## src/hw/rtl/tap_tempo_estimator_core_defines.svh

```systemverilog
// Assertion macros shared by the tap tempo RTL.
// Each macro expects clk and arst_n in the scope where it is used.
`ifndef TAP_TEMPO_ESTIMATOR_CORE_DEFINES_SVH
`define TAP_TEMPO_ESTIMATOR_CORE_DEFINES_SVH

// Same-cycle implication, disabled while in reset.
`define TTE_ASSERT_NOW(lbl, ante, cons) \
	lbl: assert property (@(posedge clk) disable iff (!arst_n) (ante) |-> (cons)) \
		else $error("tap tempo check failed");

// Next-cycle implication, disabled while in reset.
`define TTE_ASSERT_NEXT(lbl, ante, cons) \
	lbl: assert property (@(posedge clk) disable iff (!arst_n) (ante) |=> (cons)) \
		else $error("tap tempo check failed");

`endif

```

## src/hw/rtl/tte_pkg.sv

```systemverilog
// Shared constants, widths and types of the tap tempo estimator.
// No dependencies; used by the channel interfaces and the core.
`timescale 1ns / 1ps

package tte_pkg;

	localparam int WINDOW_TAPS   = 8;
	localparam int SLOT_W        = (WINDOW_TAPS > 1) ? $clog2(WINDOW_TAPS) : 1;
	localparam int CNT_W         = $clog2(WINDOW_TAPS + 1);

	localparam int TIME_W        = 32;
	localparam int BPM_W         = 9;
	localparam int COUNT_W       = 4;

	localparam int BPM_MIN       = 20;
	localparam int BPM_MAX       = 300;
	localparam int BPM_RESET     = 120;
	localparam int MS_PER_MINUTE = 60000;

	// Numerator 60000*(n-1) and the span range that survives the clamp tests.
	localparam int MAX_NUM       = MS_PER_MINUTE * (WINDOW_TAPS - 1);
	localparam int NUM_W         = $clog2(MAX_NUM + 1);
	localparam int SPAN_MID_W    = $clog2(MAX_NUM / BPM_MIN + 1);
	localparam int DVS_W         = SPAN_MID_W + 1;
	localparam int DIV_W         = DVS_W + BPM_W;
	localparam int STEP_W        = $clog2(BPM_W);
	localparam int PROD_W        = TIME_W + BPM_W;

	localparam logic FUNC_TAP    = 1'b0;
	localparam logic FUNC_CLEAR  = 1'b1;

	typedef enum logic [2:0] {
		ST_IDLE,
		ST_SPAN,
		ST_CLAMP,
		ST_DIV,
		ST_DONE
	} tte_state_t;

endpackage

```

## src/hw/rtl/tte_channels.sv

```systemverilog
// Valid/ready channel interfaces for tap requests and tempo results.
// Depends on tte_pkg for field widths.
`timescale 1ns / 1ps

interface tte_tap_if;
	logic                       valid;
	logic                       ready;
	logic                       func;
	logic [tte_pkg::TIME_W-1:0] tap_time_ms;

	modport source (output valid, func, tap_time_ms, input ready);
	modport sink (input valid, func, tap_time_ms, output ready);
endinterface

interface tte_result_if;
	logic                        valid;
	logic                        ready;
	logic [tte_pkg::COUNT_W-1:0] tap_count;
	logic                        bpm_valid;
	logic [tte_pkg::BPM_W-1:0]   bpm_estimate;

	modport source (output valid, tap_count, bpm_valid, bpm_estimate, input ready);
	modport sink (input valid, tap_count, bpm_valid, bpm_estimate, output ready);
endinterface

```

## src/hw/rtl/tap_tempo_estimator_core.sv

```systemverilog
// Tap tempo estimator: tap window memory, clamp tests and serial divider.
// Depends on tte_pkg, tte_channels.sv and tap_tempo_estimator_core_defines.svh.
//
// Usage:
//   taps    : request channel; func = tap (store tap_time_ms) or clear (empty window).
//   results : one result per request: tap_count, bpm_valid, bpm_estimate.
//   cfg_we / cfg_wdata : load a new tempo estimate directly; write only while idle.
// States passed from request acceptance to result valid:
//   clear, or a tap leaving fewer than two held : DONE
//   zero span                                    : SPAN, DONE
//   estimate clamped to 20 or 300 bpm            : SPAN, CLAMP, DONE
//   estimate by division                         : SPAN, CLAMP, DIV, DONE
// One request is in flight at a time; taps.ready returns the cycle after the result
// register is loaded. The divider, one quotient bit a cycle, sets the worst case.
// The result register decouples the sides: a new request is taken while a result still
// waits; if the receiver stalls, the next result holds in the final state until the
// register frees up.
// Reset clears the window (count and write slot) and loads 120 bpm. The tap memory
// itself is not cleared: only slots written since the last clear are ever used.
`timescale 1ns / 1ps
`include "tap_tempo_estimator_core_defines.svh"

module tap_tempo_estimator_core (
	input  logic                        clk,
	input  logic                        arst_n,
	tte_tap_if.sink                     taps,
	tte_result_if.source                results,
	input  logic                        cfg_we,
	input  logic [tte_pkg::BPM_W-1:0]   cfg_wdata
);

	// Tap window: one 32-bit timestamp per slot, synchronous read.
	logic [tte_pkg::TIME_W-1:0]     tap_mem [tte_pkg::WINDOW_TAPS];

	tte_pkg::tte_state_t            state_q, state_d;

	logic [tte_pkg::SLOT_W-1:0]     ws_q;
	logic [tte_pkg::CNT_W-1:0]      held_q;
	logic [tte_pkg::BPM_W-1:0]      tempo_q;

	logic [tte_pkg::TIME_W-1:0]     newest_s1;
	logic [tte_pkg::TIME_W-1:0]     oldest_s2;
	logic [tte_pkg::TIME_W-1:0]     span_q;
	logic [tte_pkg::NUM_W-1:0]      num_q;
	logic [tte_pkg::DIV_W-1:0]      rem_q;
	logic [tte_pkg::DIV_W-1:0]      dvs_q;
	logic [tte_pkg::BPM_W-1:0]      quo_q;
	logic [tte_pkg::STEP_W-1:0]     step_q;

	logic                           res_valid_q;
	logic [tte_pkg::COUNT_W-1:0]    res_count_q;
	logic                           res_bpm_valid_q;
	logic [tte_pkg::BPM_W-1:0]      res_bpm_q;

	logic                           tap_acc;
	logic                           res_free;
	logic [tte_pkg::CNT_W-1:0]      held_inc;
	logic [tte_pkg::SLOT_W-1:0]     ws_inc;
	logic [tte_pkg::SLOT_W-1:0]     rd_addr;
	logic [tte_pkg::TIME_W-1:0]     span_now;
	logic [tte_pkg::NUM_W-1:0]      num_now;
	logic [tte_pkg::PROD_W-1:0]     num_wide;
	logic [tte_pkg::PROD_W-1:0]     span_hi;
	logic [tte_pkg::PROD_W-1:0]     span_lo;
	logic                           clamp_hi;
	logic                           clamp_lo;
	logic [tte_pkg::DIV_W-1:0]      div_rem_init;
	logic [tte_pkg::DIV_W-1:0]      div_dvs_init;
	logic                           div_fits;
	logic                           ld_tap;
	logic                           ld_clear;
	logic                           ld_span;
	logic                           ld_div;
	logic                           ld_result;

	assign tap_acc  = taps.valid && taps.ready;
	assign res_free = !res_valid_q || results.ready;

	// Window bookkeeping: count saturates at the window size, slot wraps.
	assign held_inc = (held_q == tte_pkg::CNT_W'(tte_pkg::WINDOW_TAPS)) ?
			held_q : held_q + 1'b1;
	assign ws_inc   = (ws_q == tte_pkg::SLOT_W'(tte_pkg::WINDOW_TAPS - 1)) ?
			'0 : ws_q + 1'b1;

	// Until the window fills, slots fill from zero, so the oldest tap sits in slot 0.
	// Once full, the oldest is the slot that the next tap will overwrite.
	assign rd_addr  = (held_inc == tte_pkg::CNT_W'(tte_pkg::WINDOW_TAPS)) ? ws_inc : '0;

	// Span wraps modulo 2^32; numerator is 60000*(n-1) with n already updated.
	assign span_now = newest_s1 - oldest_s2;
	assign num_now  = tte_pkg::NUM_W'(32'(tte_pkg::MS_PER_MINUTE) * 32'(held_q - 1'b1));

	// Clamp tests against 300*span and 20*span.
	assign num_wide = tte_pkg::PROD_W'(num_q);
	assign span_hi  = tte_pkg::PROD_W'(span_q) * tte_pkg::PROD_W'(tte_pkg::BPM_MAX);
	assign span_lo  = tte_pkg::PROD_W'(span_q) * tte_pkg::PROD_W'(tte_pkg::BPM_MIN);
	assign clamp_hi = num_wide >= span_hi;
	assign clamp_lo = num_wide <= span_lo;

	// Past the clamp tests the span is narrow, so round-half-up division
	// (2*num + span) / (2*span) fits the divider width.
	assign div_rem_init = tte_pkg::DIV_W'({num_q, 1'b0}) +
			tte_pkg::DIV_W'(span_q[tte_pkg::SPAN_MID_W-1:0]);
	assign div_dvs_init = tte_pkg::DIV_W'({span_q[tte_pkg::SPAN_MID_W-1:0], 1'b0})
			<< (tte_pkg::BPM_W - 1);
	assign div_fits     = rem_q >= dvs_q;

	// State register.
	always_ff @(posedge clk or negedge arst_n) begin
		if (!arst_n) begin
			state_q <= tte_pkg::ST_IDLE;
		end else begin
			state_q <= state_d;
		end
	end

	// Next state and stage controls.
	always_comb begin
		state_d    = state_q;
		taps.ready = 1'b0;
		ld_tap     = 1'b0;
		ld_clear   = 1'b0;
		ld_span    = 1'b0;
		ld_div     = 1'b0;
		ld_result  = 1'b0;
		unique case (state_q)
			tte_pkg::ST_IDLE: begin
				taps.ready = 1'b1;
				if (tap_acc) begin
					if (taps.func == tte_pkg::FUNC_CLEAR) begin
						ld_clear = 1'b1;
						state_d  = tte_pkg::ST_DONE;
					end else begin
						ld_tap  = 1'b1;
						state_d = (held_inc < tte_pkg::CNT_W'(2)) ?
								tte_pkg::ST_DONE : tte_pkg::ST_SPAN;
					end
				end
			end
			tte_pkg::ST_SPAN: begin
				// Zero span leaves the estimate as it is.
				if (span_now == '0) begin
					state_d = tte_pkg::ST_DONE;
				end else begin
					ld_span = 1'b1;
					state_d = tte_pkg::ST_CLAMP;
				end
			end
			tte_pkg::ST_CLAMP: begin
				if (clamp_hi || clamp_lo) begin
					state_d = tte_pkg::ST_DONE;
				end else begin
					ld_div  = 1'b1;
					state_d = tte_pkg::ST_DIV;
				end
			end
			tte_pkg::ST_DIV: begin
				if (step_q == '0) begin
					state_d = tte_pkg::ST_DONE;
				end
			end
			tte_pkg::ST_DONE: begin
				// Hold here while the previous result is still waiting.
				if (res_free) begin
					ld_result = 1'b1;
					state_d   = tte_pkg::ST_IDLE;
				end
			end
			default: begin
				state_d = tte_pkg::ST_IDLE;
			end
		endcase
	end

	// Tap memory: write the new tap and read the oldest one in the same cycle.
	// Slots meet only on a tap into an empty window (read unused); the next request waits.
	always_ff @(posedge clk) begin
		if (ld_tap) begin
			tap_mem[ws_q] <= taps.tap_time_ms;
			oldest_s2     <= tap_mem[rd_addr];
		end
	end

	// Window control state.
	always_ff @(posedge clk or negedge arst_n) begin
		if (!arst_n) begin
			ws_q   <= '0;
			held_q <= '0;
		end else if (ld_clear) begin
			ws_q   <= '0;
			held_q <= '0;
		end else if (ld_tap) begin
			ws_q   <= ws_inc;
			held_q <= held_inc;
		end
	end

	// Tempo estimate: clamp, divider result, or a direct configuration load.
	always_ff @(posedge clk or negedge arst_n) begin
		if (!arst_n) begin
			tempo_q <= tte_pkg::BPM_W'(tte_pkg::BPM_RESET);
		end else if (cfg_we) begin
			tempo_q <= cfg_wdata;
		end else if (state_q == tte_pkg::ST_CLAMP && clamp_hi) begin
			tempo_q <= tte_pkg::BPM_W'(tte_pkg::BPM_MAX);
		end else if (state_q == tte_pkg::ST_CLAMP && clamp_lo) begin
			tempo_q <= tte_pkg::BPM_W'(tte_pkg::BPM_MIN);
		end else if (state_q == tte_pkg::ST_DIV && step_q == '0) begin
			tempo_q <= {quo_q[tte_pkg::BPM_W-2:0], div_fits};
		end
	end

	// Span, numerator and the restoring divider: one quotient bit per cycle,
	// divisor walks right from its top alignment.
	always_ff @(posedge clk) begin
		if (ld_tap) begin
			newest_s1 <= taps.tap_time_ms;
		end
		if (ld_span) begin
			span_q <= span_now;
			num_q  <= num_now;
		end
		if (ld_div) begin
			rem_q  <= div_rem_init;
			dvs_q  <= div_dvs_init;
			quo_q  <= '0;
			step_q <= tte_pkg::STEP_W'(tte_pkg::BPM_W - 1);
		end else if (state_q == tte_pkg::ST_DIV) begin
			if (div_fits) begin
				rem_q <= rem_q - dvs_q;
			end
			dvs_q  <= dvs_q >> 1;
			quo_q  <= {quo_q[tte_pkg::BPM_W-2:0], div_fits};
			step_q <= step_q - 1'b1;
		end
	end

	// Result register.
	always_ff @(posedge clk or negedge arst_n) begin
		if (!arst_n) begin
			res_valid_q <= 1'b0;
		end else if (ld_result) begin
			res_valid_q <= 1'b1;
		end else if (results.ready) begin
			res_valid_q <= 1'b0;
		end
	end

	always_ff @(posedge clk) begin
		if (ld_result) begin
			res_count_q     <= tte_pkg::COUNT_W'(held_q);
			res_bpm_valid_q <= held_q >= tte_pkg::CNT_W'(2);
			res_bpm_q       <= tempo_q;
		end
	end

	assign results.valid        = res_valid_q;
	assign results.tap_count    = res_count_q;
	assign results.bpm_valid    = res_bpm_valid_q;
	assign results.bpm_estimate = res_bpm_q;

	`TTE_ASSERT_NOW(a_slot_tracks_count, held_q < tte_pkg::CNT_W'(tte_pkg::WINDOW_TAPS), ws_q == tte_pkg::SLOT_W'(held_q))
	`TTE_ASSERT_NEXT(a_clear_empties, tap_acc && taps.func == tte_pkg::FUNC_CLEAR, held_q == '0 && ws_q == '0)
	`TTE_ASSERT_NOW(a_div_nonzero, state_q == tte_pkg::ST_DIV, dvs_q != '0)
	`TTE_ASSERT_NEXT(a_div_in_range, state_q == tte_pkg::ST_DIV && step_q == '0, tempo_q >= tte_pkg::BPM_W'(tte_pkg::BPM_MIN) && tempo_q <= tte_pkg::BPM_W'(tte_pkg::BPM_MAX))

endmodule
```

## src/flat_wrapper.sv

```systemverilog
// flat-port wrapper written by rule: the top's interface ports become plain ports
module tap_tempo_estimator_core_flat 
  (clk, arst_n, cfg_we, cfg_wdata, taps_valid, taps_func, taps_tap_time_ms, taps_ready, results_valid, results_tap_count, results_bpm_valid, results_bpm_estimate, results_ready);
  tte_tap_if taps_i ();
  tte_result_if results_i ();
  input  logic clk;
  input  logic arst_n;
  input  logic cfg_we;
  input  logic [tte_pkg::BPM_W-1:0] cfg_wdata;
  input wire logic [$bits(taps_i.valid)-1:0] taps_valid;
  input wire logic [$bits(taps_i.func)-1:0] taps_func;
  input wire logic [$bits(taps_i.tap_time_ms)-1:0] taps_tap_time_ms;
  output wire logic [$bits(taps_i.ready)-1:0] taps_ready;
  output wire logic [$bits(results_i.valid)-1:0] results_valid;
  output wire logic [$bits(results_i.tap_count)-1:0] results_tap_count;
  output wire logic [$bits(results_i.bpm_valid)-1:0] results_bpm_valid;
  output wire logic [$bits(results_i.bpm_estimate)-1:0] results_bpm_estimate;
  input wire logic [$bits(results_i.ready)-1:0] results_ready;
  assign taps_i.valid = taps_valid;
  assign taps_i.func = taps_func;
  assign taps_i.tap_time_ms = taps_tap_time_ms;
  assign taps_ready = taps_i.ready;
  assign results_valid = results_i.valid;
  assign results_tap_count = results_i.tap_count;
  assign results_bpm_valid = results_i.bpm_valid;
  assign results_bpm_estimate = results_i.bpm_estimate;
  assign results_i.ready = results_ready;
  tap_tempo_estimator_core u_core (.clk(clk), .arst_n(arst_n), .taps(taps_i), .results(results_i), .cfg_we(cfg_we), .cfg_wdata(cfg_wdata));
endmodule
```

## config.mk

```make
export PLATFORM = sky130hd
export DESIGN_NAME = tap_tempo_estimator_core_flat
export DESIGN_NICKNAME = d
export VERILOG_FILES = /design/src/hw/rtl/tte_pkg.sv /design/src/hw/rtl/tte_channels.sv /design/src/hw/rtl/tap_tempo_estimator_core.sv /design/src/flat_wrapper.sv
export VERILOG_INCLUDE_DIRS = /design/src /design/src/hw/rtl
export SDC_FILE = /design/constraint.sdc
export NUM_CORES = 1
export LEC_CHECK = 0
export BUFFER_PORTS_ARGS = -buffer_cell sky130_fd_sc_hd__buf_4
export CORE_ASPECT_RATIO = 0.7
export CORE_MARGIN = 2
export CORE_UTILIZATION = 35
export DETAILED_ROUTE_END_ITERATION = 7
export PLACE_DENSITY = 0.55
export SLEW_MARGIN = 25
export SYNTH_ARGS = -nofsm -noshare
export SYNTH_HDL_FRONTEND = slang
export SYNTH_SLANG_ARGS = --single-unit
```

## constraint.sdc

```tcl
create_clock -name clk -period 6.5 [get_ports clk]
set_clock_uncertainty 0.05 [all_clocks]
set_input_delay 1.625 -clock clk [delete_from_list [all_inputs] [get_ports clk]]
set_output_delay 1.625 -clock clk [all_outputs]
set_load 0.005 [all_outputs]
```

==> results.md, run 1 <==
* Result of the run: complete, but fails checks
* Violations in the final reports: setup timing
* Total congestion overflow after global routing at 0
* GR Util All Layers at 18.4%
* Via count of the first global-routing pass at around 22000
* HPWL after detailed placement at 61.8 mm
* Commonest non-fill, non-tap cell in the layout: sky130_fd_sc_hd__edfxtp_1
* Number of cell instances on the worst register-to-register path at 27
* Maximum number of pins on one net before global-route repair at 66
* Vertical die dimension at approximately 250 um
* Input/output buffers at 62
* Register bit count reported by yosys at between 400 and 500
* Cell count after synthesis at 2823
* Setup Viol. Count Final at 69
* DRC violation count after routing at 0
* Synth top area cells: sky130_fd_sc_hd__edfxtp_1, sky130_fd_sc_hd__ha_1, sky130_fd_sc_hd__fa_1, sky130_fd_sc_hd__nand2_1, sky130_fd_sc_hd__inv_1
* Sum of routed wire length over all layers at 83.3 mm
* Detailed-routed wire length on met3 at slightly below 5 mm
* Fin crit period at 6560 ps
* Least-Margin Pin Slew at 1000 ps
* Commonest cells after routing, fill and taps aside: sky130_fd_sc_hd__edfxtp_1, sky130_fd_sc_hd__nand2_1, sky130_fd_sc_hd__ha_1, sky130_fd_sc_hd__inv_1, sky130_fd_sc_hd__nor2_1
* Type of element capturing the critical path: flop
* Uppermost layer routed: met4
* Start point of the critical path: u_core.span_q[4]
* Number of placement rows at a little under 90
* Synth Net Count at between 3000 and 4000
* CTS Hold Bufs at 0
* Setup WS post-layout at -55.2 ps
* Via count normalized by instance count at 5.46
* Non-filler instance count after layout at around 4100
* Reg-to-reg endpoint: u_core.dvs_q[23]
* CTS Root Cell: sky130_fd_sc_hd__clkbuf_16
* Peak supply drop at roughly 0.8 mV
* Horizontal die dimension at approximately 350 um
* Post-synth top area cell: sky130_fd_sc_hd__edfxtp_1
* Drt pass-1 iters at 5
* Fin. Hold Viols at 0
* Met2 wire len at ~35 mm
* TritonCTS Sinks at 461
* Most used DFF post-synth: sky130_fd_sc_hd__edfxtp_1
* Area of the mapped netlist at approximately 30000 sq um
* Largest fanout of any net on the critical path at 2
* Final total negative setup slack at -1490 ps
* RD Place Congestion at 0.931
* Wire length of the first global-routing pass at between 100 and 150 mm
* Vias post-DR at around 23000
* Later-pin clock latency in the skew report at about 610 ps
* Number of antenna violations at the first check in global routing at 1
* Initial Util at between 30% and 40%
* Max H-tree Level at 2
* Fraction of synthesized cell area taken by the top area cell type at approximately two fifths
* Maximum buffer depth of the clock tree at 3
* Type of origin of the critical path: flop
* Post-layout instance area at about 35000 sq um
* Final nets at 3342
* Setup repair after global routing missed its margin: true
* Area enclosed by the die boundary at around 88000 sq um
* Share of synthesized registers carrying an async set or reset at around 4.3%
* Min-delay worst type: reg2reg
* Static Leakage at about 13 nW
* Number of distinct library cell variants in the gate-level netlist after synthesis at 89
* Layout overhead on the synthesized area at 14.9%
* WP data arrival at 6830 ps
* Post-Route M1 WL at ~42 mm
* Placed insts at a little over 4000
* Ys Warns at 0
* Type of the worst setup path: reg2reg
* R2r startpoint: u_core.span_q[4]
* Worst hold slack at between 300 and 400 ps
* Routed len/inst at 20.2 um
* Final-report max-slew violation count at 0
* Maximum capacitance violations at 0
* Final period utilization at 101%
* CTS tree: done
* Fill cells at roughly 8000
* Synth Area per Inst at roughly 11 sq um
* Number of synthesized flops with an enable pin at 420
* Max Freq at ~150 MHz
* Sequential fraction of the synthesis area at between 40% and 50%
* Final ANT Viol Nets at 0
* Clock edge transition at the registers on the reported setup and hold paths at 60 ps
* Register-to-Register Setup Slack at -60 ps
* Fraction of final layout cells sized beyond drive strength 1 at 13.4%
* Number of buffers created by CTS at 48
* Power per unit of standard cell area at 555 nW/um^2
* Total I/O pin count at between 60 and 70
* Max_slew headroom at between 30% and 40%
* Core Util, Final at 40.8%
* Crit path capture: u_core.dvs_q[23]
* Detailed router's first-iteration violation count at roughly 1700
* Core region area at 84700 sq um
* Required time reported for the critical path endpoint at 6780 ps
* Placed inst area at 32500 sq um
logic make-up after synthesis:
family | count (synthesis) | share of synthesized area, %
AND/OR/NAND/NOR | 852 | 13.4
XOR/XNOR | 116 | 3.37
AO/OA/AOI/OAI | 658 | 14.6
adder cells (fa/ha/maj) | 339 | 15.9
buffers and inverters | 331 | 4.26
flip-flops | 461 | 45.0
multiplexers | 66 | 3.59
registers in the layout, summed over array words and instances (netlist names):
name and cells:
u_core.tempo_q 9, u_core.span_q 32, u_core.results.bpm_valid 1, u_core.oldest_s2 32, u_core.results.valid 1, u_core.dvs_q 24, u_core.held_q 4, u_core.state_q 3
u_core.results.bpm_estimate 9, u_core.results.tap_count 4, u_core.tap_mem 256, u_core.num_q 14, u_core.rem_q 25, u_core.ws_q 3, u_core.newest_s1 32, u_core.step_q 4
u_core.quo_q 8
critical path: stages, from the launching register on:
cell,delay (ps)
sky130_fd_sc_hd__edfxtp_1,450
sky130_fd_sc_hd__ha_4,320
sky130_fd_sc_hd__ha_4,200
sky130_fd_sc_hd__fa_1,560
sky130_fd_sc_hd__fa_1,460
sky130_fd_sc_hd__ha_4,270
sky130_fd_sc_hd__a21o_1,160
sky130_fd_sc_hd__a211o_1,230
sky130_fd_sc_hd__o21ai_2,160
sky130_fd_sc_hd__or2b_1,270
sky130_fd_sc_hd__a21oi_2,150
sky130_fd_sc_hd__buf_4,120
sky130_fd_sc_hd__xnor2_1,60
sky130_fd_sc_hd__ha_1,310
sky130_fd_sc_hd__nand4_1,140
sky130_fd_sc_hd__nor2_1,180
sky130_fd_sc_hd__nand2_1,80
sky130_fd_sc_hd__o211ai_1,220
sky130_fd_sc_hd__buf_4,150
sky130_fd_sc_hd__buf_4,90
sky130_fd_sc_hd__buf_4,90
sky130_fd_sc_hd__buf_4,90
sky130_fd_sc_hd__o2111ai_1,100
sky130_fd_sc_hd__or4_4,570
sky130_fd_sc_hd__nor4b_4,260
sky130_fd_sc_hd__and4_1,240
sky130_fd_sc_hd__a311oi_2,120
sky130_fd_sc_hd__and2_1,170
metrics by stage:
stage	worst slack, ps	power [W]
after global routing	-228	0.0208
after CTS	-23.4	0.0191
after global placement	-145	0.0158
after detailed placement	-317	0.0159
after floorplan	17.4	0.0124
final	-55.2	0.0192
layer usage:
metal | vias to the layer above | global-route usage (%)
li1 | 10717 | -
met1 | 11105 | 28.5
met2 | 642 | 27.0
met3 | 88 | 2.66
met4 | 0 | 3.87
met5 | - | 0
cell type report:
type	count	area, sq um	share of cell area, %
diodes	1	2.50	0.00723
clock buffers	59	1250	3.62
clock inverters	29	337	0.973
inverters	223	837	2.42
multi-input cells	2034	15700	45.5
flip-flops and latches	461	13500	39.1
well taps	1137	1420	4.11
repair buffers	188	1480	4.26
where the power goes:
| part | total [W] | switching [W] | internal [W] | leakage [nW] |
|---|---|---|---|---|
| clock | 0.00280 | 0.00118 | 0.00162 | 0.772 |
| sequential | 0.00415 | 0.000271 | 0.00388 | 4.24 |
| combinational | 0.0123 | 0.00701 | 0.00525 | 8.26 |
how the worst min path moves through the flow:
| stage | start | to | slack, ps | depth (start not counted) |
|---|---|---|---|---|
| final | u_core.tempo_q[1] | u_core.results.bpm_estimate[1] | 380 | 0 |
| after global routing | u_core.tempo_q[1] | u_core.results.bpm_estimate[1] | 410 | 0 |
| after CTS | u_core.tempo_q[1] | u_core.results.bpm_estimate[1] | 390 | 0 |
| after detailed placement | u_core.tempo_q[1] | u_core.results.bpm_estimate[1] | 410 | 0 |
| after global placement | u_core.dvs_q[0] | u_core.dvs_q[0] | 400 | 2 |
| after floorplan | u_core.tempo_q[8] | u_core.results.bpm_estimate[8] | 370 | 0 |
Yosys cell counts, drive strengths merged, types with 8 or more instances:
master   instances
edfxtp         420
nand2          276
ha             268
inv            223
nor2           212
a21oi          172
o21ai          134
clkbuf          89
nor3            88
nand3           74
fa              71
xnor2           64
a21o            59
xor2            52
o221ai          37
mux4            32
nand4           28
nand2b          26
mux2i           25
o21bai          25
a31oi           23
nor4            22
o211ai          22
a211oi          21
dfxtp           21
nor2b           21
o21a            21
or3             21
buf             19
a22o            16
dfrtp           16
and3            14
or2             13
o31ai           12
and2            11
o22ai           10
a2111oi          9
mux2             9
a211o            8
a21boi           8
nand3b           8
o2111ai          8
o311ai           8
repair_timing:
item	CTS	global route
cloned	1	2
resized for setup	19	33
pin swaps	26	29
setup buffers	14	4
setup endpoints to repair	111	113
Note: power is estimated with default switching activity, not from simulation.
==> run 2, diff against run 1 <==
CORE_ASPECT_RATIO = not set   (was 0.7)
CORE_UTILIZATION = 55   (was 35)
PLACE_DENSITY = 0.78   (was 0.55)
==> results.md, run 2 (same netlist as run 1, synthesis figures left out) <==
* Instance count along the most critical hold path at 0 (unchanged)
* Number of inserted diodes at 0 (was 1)
* DRC violation count after routing at 0 (unchanged)
* Later-pin clock latency in the skew report at 600 ps (was 610 ps)
* Maximum buffer depth of the clock tree at 3 (unchanged)
* Core region area at 54000 sq um (was 84700 sq um)
* Maximum number of pins on one net before global-route repair at 66 (unchanged)
* TritonCTS Sinks at 461 (unchanged)
* Final nets at 3318 (was 3342)
* Maximum capacitance violations at 0 (unchanged)
* Least-Margin Pin Slew at 1010 ps (was 1000 ps)
* CTS Root Cell: sky130_fd_sc_hd__clkbuf_16 (unchanged)
* Max H-tree Level at 2 (unchanged)
* Reg with most FFs: u_core.tap_mem (unchanged)
* Fin. Hold Viols at 0 (unchanged)
* Vertical die dimension at 238 um (was 249 um)
* Max reg flops at 256 (unchanged)
* Wire length of the first global-routing pass at 121 mm (was 129 mm)
* Violations in the final reports: setup timing (unchanged)
* Required time reported for the critical path endpoint at 6790 ps (was 6780 ps)
* Setup WS post-layout at -22.9 ps (was -55.2 ps)
* Register-to-Register Setup Slack at -20 ps (was -60 ps)
* Horizontal die dimension at 238 um (was 355 um)
* Commonest non-fill, non-tap cell in the layout: sky130_fd_sc_hd__edfxtp_1 (unchanged)
* Start point of the critical path: u_core.span_q[6] (was u_core.span_q[4])
* Total congestion overflow after global routing at 0 (unchanged)
* Crit path capture: u_core.dvs_q[19] (was u_core.dvs_q[23])
* WP data arrival at 6810 ps (was 6830 ps)
* Detailed router's first-iteration violation count at 1907 (was 1724)
* Type of element capturing the critical path: flop (unchanged)
* HPWL after detailed placement at 55.1 mm (was 61.8 mm)
* Number of cell instances on the worst register-to-register path at 24 (was 27)
* CTS tree: done (unchanged)
* GR Util All Layers at 26.9% (was 18.4%)
* RD Place Congestion at 0.944 (was 0.931)
* Drt pass-1 iters at 5 (unchanged)
* Final ANT Viol Nets at 0 (unchanged)
* Setup Viol. Count Final at 18 (was 69)
* Max_slew headroom at 32.5% (about the same)
* Input/output buffers at 62 (unchanged)
* R2r startpoint: u_core.span_q[6] (was u_core.span_q[4])
* Clock edge transition at the registers on the reported setup and hold paths at 60 ps (about the same)
* Total I/O pin count at 63 (unchanged)
* Result of the run: complete, but fails checks (unchanged)
* Fill cells at 4142 (was 8030)
* Power per unit of standard cell area at 554 nW/um^2 (was 555 nW/um^2)
* Number of buffers created by CTS at 46 (was 48)
* Via count of the first global-routing pass at 22711 (was 22268)
* Area enclosed by the die boundary at 56600 sq um (was 88400 sq um)
* Worst hold slack at 413 ps (was 383 ps)
* Via count normalized by instance count at 6.24 (was 5.46)
* PnR Total Power at 0.0186 W (was 0.0192 W)
* Number of placement rows at 85 (was 89)
* Commonest cells after routing, fill and taps aside: sky130_fd_sc_hd__edfxtp_1, sky130_fd_sc_hd__nand2_1, sky130_fd_sc_hd__ha_1, sky130_fd_sc_hd__inv_1, sky130_fd_sc_hd__nor2_1 (unchanged)
* Number of antenna violations at the first check in global routing at 0 (was 1)
* Reg-to-reg endpoint: u_core.dvs_q[19] (was u_core.dvs_q[23])
* Final period utilization at 100% (was 101%)
* Peak supply drop at 0.624 mV (was 0.802 mV)
* Final-report max-slew violation count at 0 (unchanged)
* Type of the worst setup path: reg2reg (unchanged)
* Layout overhead on the synthesized area at 11.7% (was 14.9%)
* Fin crit period at 6520 ps (was 6560 ps)
* Fraction of final layout cells sized beyond drive strength 1 at 12.4% (was 13.4%)
* Type of origin of the critical path: flop (unchanged)
* Vias post-DR at 22867 (was 22552)
* Max Freq at 153 MHz (about the same)
* Initial Util at 55.7% (was 35.5%)
* Setup repair after global routing missed its margin: true (unchanged)
* Static Leakage at 13.1 nW (was 13.3 nW)
* Routed len/inst at 20.9 um (was 20.2 um)
* Sum of routed wire length over all layers at 76.5 mm (was 83.3 mm)
* Min-delay worst type: reg2reg (unchanged)
* Largest fanout of any net on the critical path at 6 (was 2)
* CTS Hold Bufs at 0 (unchanged)
[run 2: cell count changes in the layout (fill, tap and decap cells not counted), sizes merged]
cell | previous run | this run
buf | 188 | 163
bufinv | 6 | 2
inv | 224 | 228
clkinv | 20 | 17
and3 | 14 | 16
clkinvlp | 2 | 3
diode | 1 | 0
[run 2: critical path, stage by stage, from the launching register on]
cell,delay (ps)
sky130_fd_sc_hd__edfxtp_1,510
sky130_fd_sc_hd__ha_4,350
sky130_fd_sc_hd__ha_4,200
sky130_fd_sc_hd__fa_1,460
sky130_fd_sc_hd__fa_1,580
sky130_fd_sc_hd__ha_4,220
sky130_fd_sc_hd__a21o_1,170
sky130_fd_sc_hd__a211o_1,280
sky130_fd_sc_hd__o21ai_2,140
sky130_fd_sc_hd__or2b_1,250
sky130_fd_sc_hd__a21oi_2,170
sky130_fd_sc_hd__buf_4,130
sky130_fd_sc_hd__xnor2_1,60
sky130_fd_sc_hd__ha_1,290
sky130_fd_sc_hd__nand4_1,130
sky130_fd_sc_hd__nor2_2,170
sky130_fd_sc_hd__nand2_1,70
sky130_fd_sc_hd__o211ai_1,220
sky130_fd_sc_hd__nand3_1,100
sky130_fd_sc_hd__or4b_4,500
sky130_fd_sc_hd__nor4_4,380
sky130_fd_sc_hd__nand4_4,220
sky130_fd_sc_hd__and3_4,300
sky130_fd_sc_hd__buf_4,150
sky130_fd_sc_hd__a22o_1,170
[run 2: metrics by stage]
stage	worst slack [ps]	cells	setup TNS (ps)	utilization [%]	cell area [sq um]
after CTS	-9.90	3661	-9.90	61.9	33400
final	-22.9	3665	-223	62.2	33600
after detailed placement	-247	3567	-18140	58.9	31800
after floorplan	17.4	2823	0	-	30100
after global placement	-103	3567	-5210	58.9	31800
after global routing	-267	3665	-20960	62.2	33600
[run 2: worst min-delay path by stage]
stage | slack, ps | end | startpoint
after floorplan | 370 | u_core.results.bpm_estimate[8] | u_core.tempo_q[8]
after global placement | 400 | u_core.dvs_q[0] | u_core.dvs_q[0]
after detailed placement | 400 | u_core.results.bpm_estimate[2] | u_core.tempo_q[2]
after CTS | 410 | u_core.dvs_q[0] | u_core.dvs_q[0]
after global routing | 440 | u_core.results.bpm_estimate[0] | u_core.tempo_q[0]
final | 410 | u_core.results.bpm_estimate[0] | u_core.tempo_q[0]
[run 2: metal layers]
layer / part of all wire [%] / up-vias / wire [um] / global-route usage (%)
met3: 5.3 / 145 / 4020 / 2.93
li1: - / 10703 / - / -
met5: 0 / - / 0 / 0
met2: 50 / 800 / 38300 / 47.3
met1: 42 / 11219 / 32000 / 35.1
met4: 2.8 / 0 / 2120 / 8.43
[run 2: what timing repair did]
item,CTS,global route
resized for setup,14,31
pin swaps,17,21
setup endpoints to repair,110,113
buffers inserted,5,2
cloned,4,2
[run 2: cell type report]
cell class	count	area, sq um	area share (%)
Clock inverter	27	208	0.618
Timing Repair Buffer	164	1290	3.83
Clock buffer	58	1250	3.71
Tap cell	696	871	2.59
Multi-Input combinational cell	2036	15600	46.5
Inverter	223	837	2.49
Sequential cell	461	13500	40.3
[run 2: where the power goes]
part	internal [W]	switching (W)
Sequential	0.00388	0.000248
Combinational	0.00504	0.00689
Clock	0.00145	0.00113
Total	0.0104	0.00826
==> run 3, diff against run 2 <==
BUFFER_PORTS_ARGS = -buffer_cell sky130_fd_sc_hd__buf_2   (was -buffer_cell sky130_fd_sc_hd__buf_4)
==> results.md, run 3 (same netlist as run 1, synthesis figures left out) <==
* Int Pwr at 0.0103 W (was 0.0104 W)
* Number of placement rows at 85 (unchanged)
* Largest fanout of any net on the critical path at 7 (was 6)
* Number of antenna violations at the first check in global routing at 1 (was 0)
* Maximum number of pins on one net before global-route repair at 66 (unchanged)
* Final ANT Viol Nets at 0 (unchanged)
* Horizontal die dimension at 238 um (unchanged)
* Switching portion of total power at 44.1% (was 44.4%)
* Peak supply drop at 0.830 mV (was 0.624 mV)
* Result of the run: complete, but fails checks (unchanged)
* Flip-flop and latch area at 13500 sq um (unchanged)
* Final total negative setup slack at -119 ps (was -223 ps)
* Layout overhead on the synthesized area at 11.9% (was 11.7%)
* TritonCTS Sinks at 461 (unchanged)
* Non-filler instance count after layout at 3675 (was 3665)
* Max H-tree Level at 2 (unchanged)
* Post-layout instance area at 33700 sq um (was 33600 sq um)
* Total congestion overflow after global routing at 0 (unchanged)
* Via count of the first global-routing pass at 22805 (was 22711)
* GR Util All Layers at 26.7% (was 26.9%)
* R2r startpoint: u_core.span_q[6] (unchanged)
* PnR Total Power at 0.0184 W (was 0.0186 W)
* Type of origin of the critical path: flop (unchanged)
* Final-report max-slew violation count at 0 (unchanged)
* Area enclosed by the die boundary at 56600 sq um (unchanged)
* CTS Hold Bufs at 0 (unchanged)
* Maximum capacitance violations at 0 (unchanged)
* Reg power frac at 22.4% (was 22.2%)
* Final nets at 3328 (was 3318)
* CTS tree: done (unchanged)
* Later-pin clock latency in the skew report at 600 ps (about the same)
* Wire length of the first global-routing pass at 120 mm (was 121 mm)
* Type of the worst setup path: reg2reg (unchanged)
* Min-delay worst type: reg2reg (unchanged)
* Required time reported for the critical path endpoint at 6800 ps (was 6790 ps)
* CTS Root Cell: sky130_fd_sc_hd__clkbuf_16 (unchanged)
* WP data arrival at 6830 ps (was 6810 ps)
* Power per unit of standard cell area at 548 nW/um^2 (was 554 nW/um^2)
* Fill cells at 4135 (was 4142)
* Sum of routed wire length over all layers at 77.1 mm (was 76.5 mm)
* NetSw at 0.00814 W (was 0.00826 W)
* Vertical die dimension at 238 um (unchanged)
* Setup Viol. Count Final at 7 (was 18)
* Initial Util at 55.7% (unchanged)
* Reg with most FFs: u_core.tap_mem (unchanged)
* Fraction of final layout cells sized beyond drive strength 1 at 12.7% (was 12.4%)
* Fin. Hold Viols at 0 (unchanged)
* Setup repair after global routing missed its margin: true (unchanged)
* Commonest non-fill, non-tap cell in the layout: sky130_fd_sc_hd__edfxtp_1 (unchanged)
* Core region area at 54000 sq um (unchanged)
* Clock edge transition at the registers on the reported setup and hold paths at 60 ps (about the same)
* Multi-input combinational cell area at 15700 sq um (was 15600 sq um)
* Maximum buffer depth of the clock tree at 3 (unchanged)
* Commonest cells after routing, fill and taps aside: sky130_fd_sc_hd__edfxtp_1, sky130_fd_sc_hd__nand2_1, sky130_fd_sc_hd__ha_1, sky130_fd_sc_hd__inv_1, sky130_fd_sc_hd__nor2_1 (unchanged)
* Fraction of power consumed by the clock network at 13.9% (was 13.8%)
* DRC violation count after routing at 0 (unchanged)
* Violations in the final reports: setup timing (unchanged)
* Number of buffers created by CTS at 47 (was 46)
* Worst hold slack at 416 ps (was 413 ps)
* Vias post-DR at 22908 (was 22867)
* HPWL after detailed placement at 54.8 mm (was 55.1 mm)
* RD Place Congestion at 0.962 (was 0.944)
* Number of cell instances on the worst register-to-register path at 24 (unchanged)
* Drt pass-1 iters at 6 (was 5)
* Placed insts at 3563 (was 3567)
* Input/output buffers at 62 (unchanged)
* Detailed router's first-iteration violation count at 2109 (was 1907)
* Power share of the combinational group at 63.7% (was 64.0%)
* Least-Margin Pin Slew at 1140 ps (was 1010 ps)
* Placed inst area at 31600 sq um (was 31800 sq um)
* Total I/O pin count at 63 (unchanged)
* Max reg flops at 256 (unchanged)
* Routed len/inst at 21.0 um (was 20.9 um)
* Start point of the critical path: u_core.span_q[6] (unchanged)
* Type of element capturing the critical path: flop (unchanged)
* Setup WS post-layout at -28.1 ps (was -22.9 ps)
* Final period utilization at 100% (about the same)
* Max Freq at 153 MHz (about the same)
* Fin crit period at 6530 ps (was 6520 ps)
* Static Leakage at 13.1 nW (about the same)
* Start point of the worst hold path: u_core.tempo_q[0] (unchanged)
* Instance count along the most critical hold path at 0 (unchanged)
* Via count normalized by instance count at 6.23 (was 6.24)
* Max_slew headroom at 23.7% (was 32.5%)
-- run 3: power groups by stage --
stage / clock network [W] / registers [W] / logic [W]
2_1_floorplan: 0 / 0.00407 / 0.00828
3_3_place_gp: 0 / 0.00416 / 0.0110
3_5_place_dp: 0 / 0.00418 / 0.0112
4_1_cts: 0.00259 / 0.00412 / 0.0115
5_1_grt: 0.00271 / 0.00415 / 0.0130
6_report: 0.00257 / 0.00413 / 0.0117
-- run 3: repair_timing --
item	CTS	global route
setup buffers	6	9
setup endpoints to repair	111	113
hold endpoints to repair	0	0
pin swaps	21	31
resized for setup	15	44
cloned	4	7
-- run 3: final cells by class --
cell class | instances | share of cell area [%]
diodes | 1 | 0.00743
clock buffers | 60 | 3.64
clock inverters | 25 | 0.680
inverters | 223 | 2.49
multi-input cells | 2038 | 46.7
flip-flops and latches | 461 | 40.2
well taps | 696 | 2.59
repair buffers | 171 | 3.72
-- run 3: worst paths after layout --
kind                                                       end  slack [ps]
worst max register to register                u_core.dvs_q[15]         -30
worst max-delay path                          u_core.dvs_q[15]         -30
worst min-delay path            u_core.results.bpm_estimate[0]         420
max in group asynchronous                    u_core.tempo_q[6]        5110
min in group asynchronous                     u_core.held_q[3]         940
worst min register to register  u_core.results.bpm_estimate[0]         420
-- run 3: critical path: stages, from the launching register on --
cell,delay [ps]
sky130_fd_sc_hd__edfxtp_1,500
sky130_fd_sc_hd__ha_4,340
sky130_fd_sc_hd__ha_4,190
sky130_fd_sc_hd__fa_1,450
sky130_fd_sc_hd__fa_1,540
sky130_fd_sc_hd__ha_4,210
sky130_fd_sc_hd__a21o_1,170
sky130_fd_sc_hd__a211o_1,280
sky130_fd_sc_hd__o21ai_2,140
sky130_fd_sc_hd__or2b_1,250
sky130_fd_sc_hd__a21oi_2,160
sky130_fd_sc_hd__buf_4,130
sky130_fd_sc_hd__xnor2_2,50
sky130_fd_sc_hd__ha_1,300
sky130_fd_sc_hd__nand4_1,130
sky130_fd_sc_hd__nor2_1,170
sky130_fd_sc_hd__nand2_1,70
sky130_fd_sc_hd__o211ai_1,240
sky130_fd_sc_hd__nand3_1,120
sky130_fd_sc_hd__or4b_4,510
sky130_fd_sc_hd__nor4_4,340
sky130_fd_sc_hd__nand4_4,230
sky130_fd_sc_hd__and3_4,330
sky130_fd_sc_hd__clkbuf_16,170
sky130_fd_sc_hd__a22o_1,180
-- run 3: routing by layer --
metal  vias up  GRT usage, %  routed length (um)
met5         -             0                   0
met4         0          9.75                2720
met3       193          2.85                3880
met2       860          47.2               38800
met1     11156          34.0               31600
li1      10699             -                   -
-- run 3: through the flow --
stage          util, %  worst slack (ps)
2_1_floorplan        -              17.4
3_3_place_gp      58.6             -47.7
3_5_place_dp      58.6              -258
4_1_cts           61.6              2.87
5_1_grt           62.3              -279
6_report          62.3             -28.1
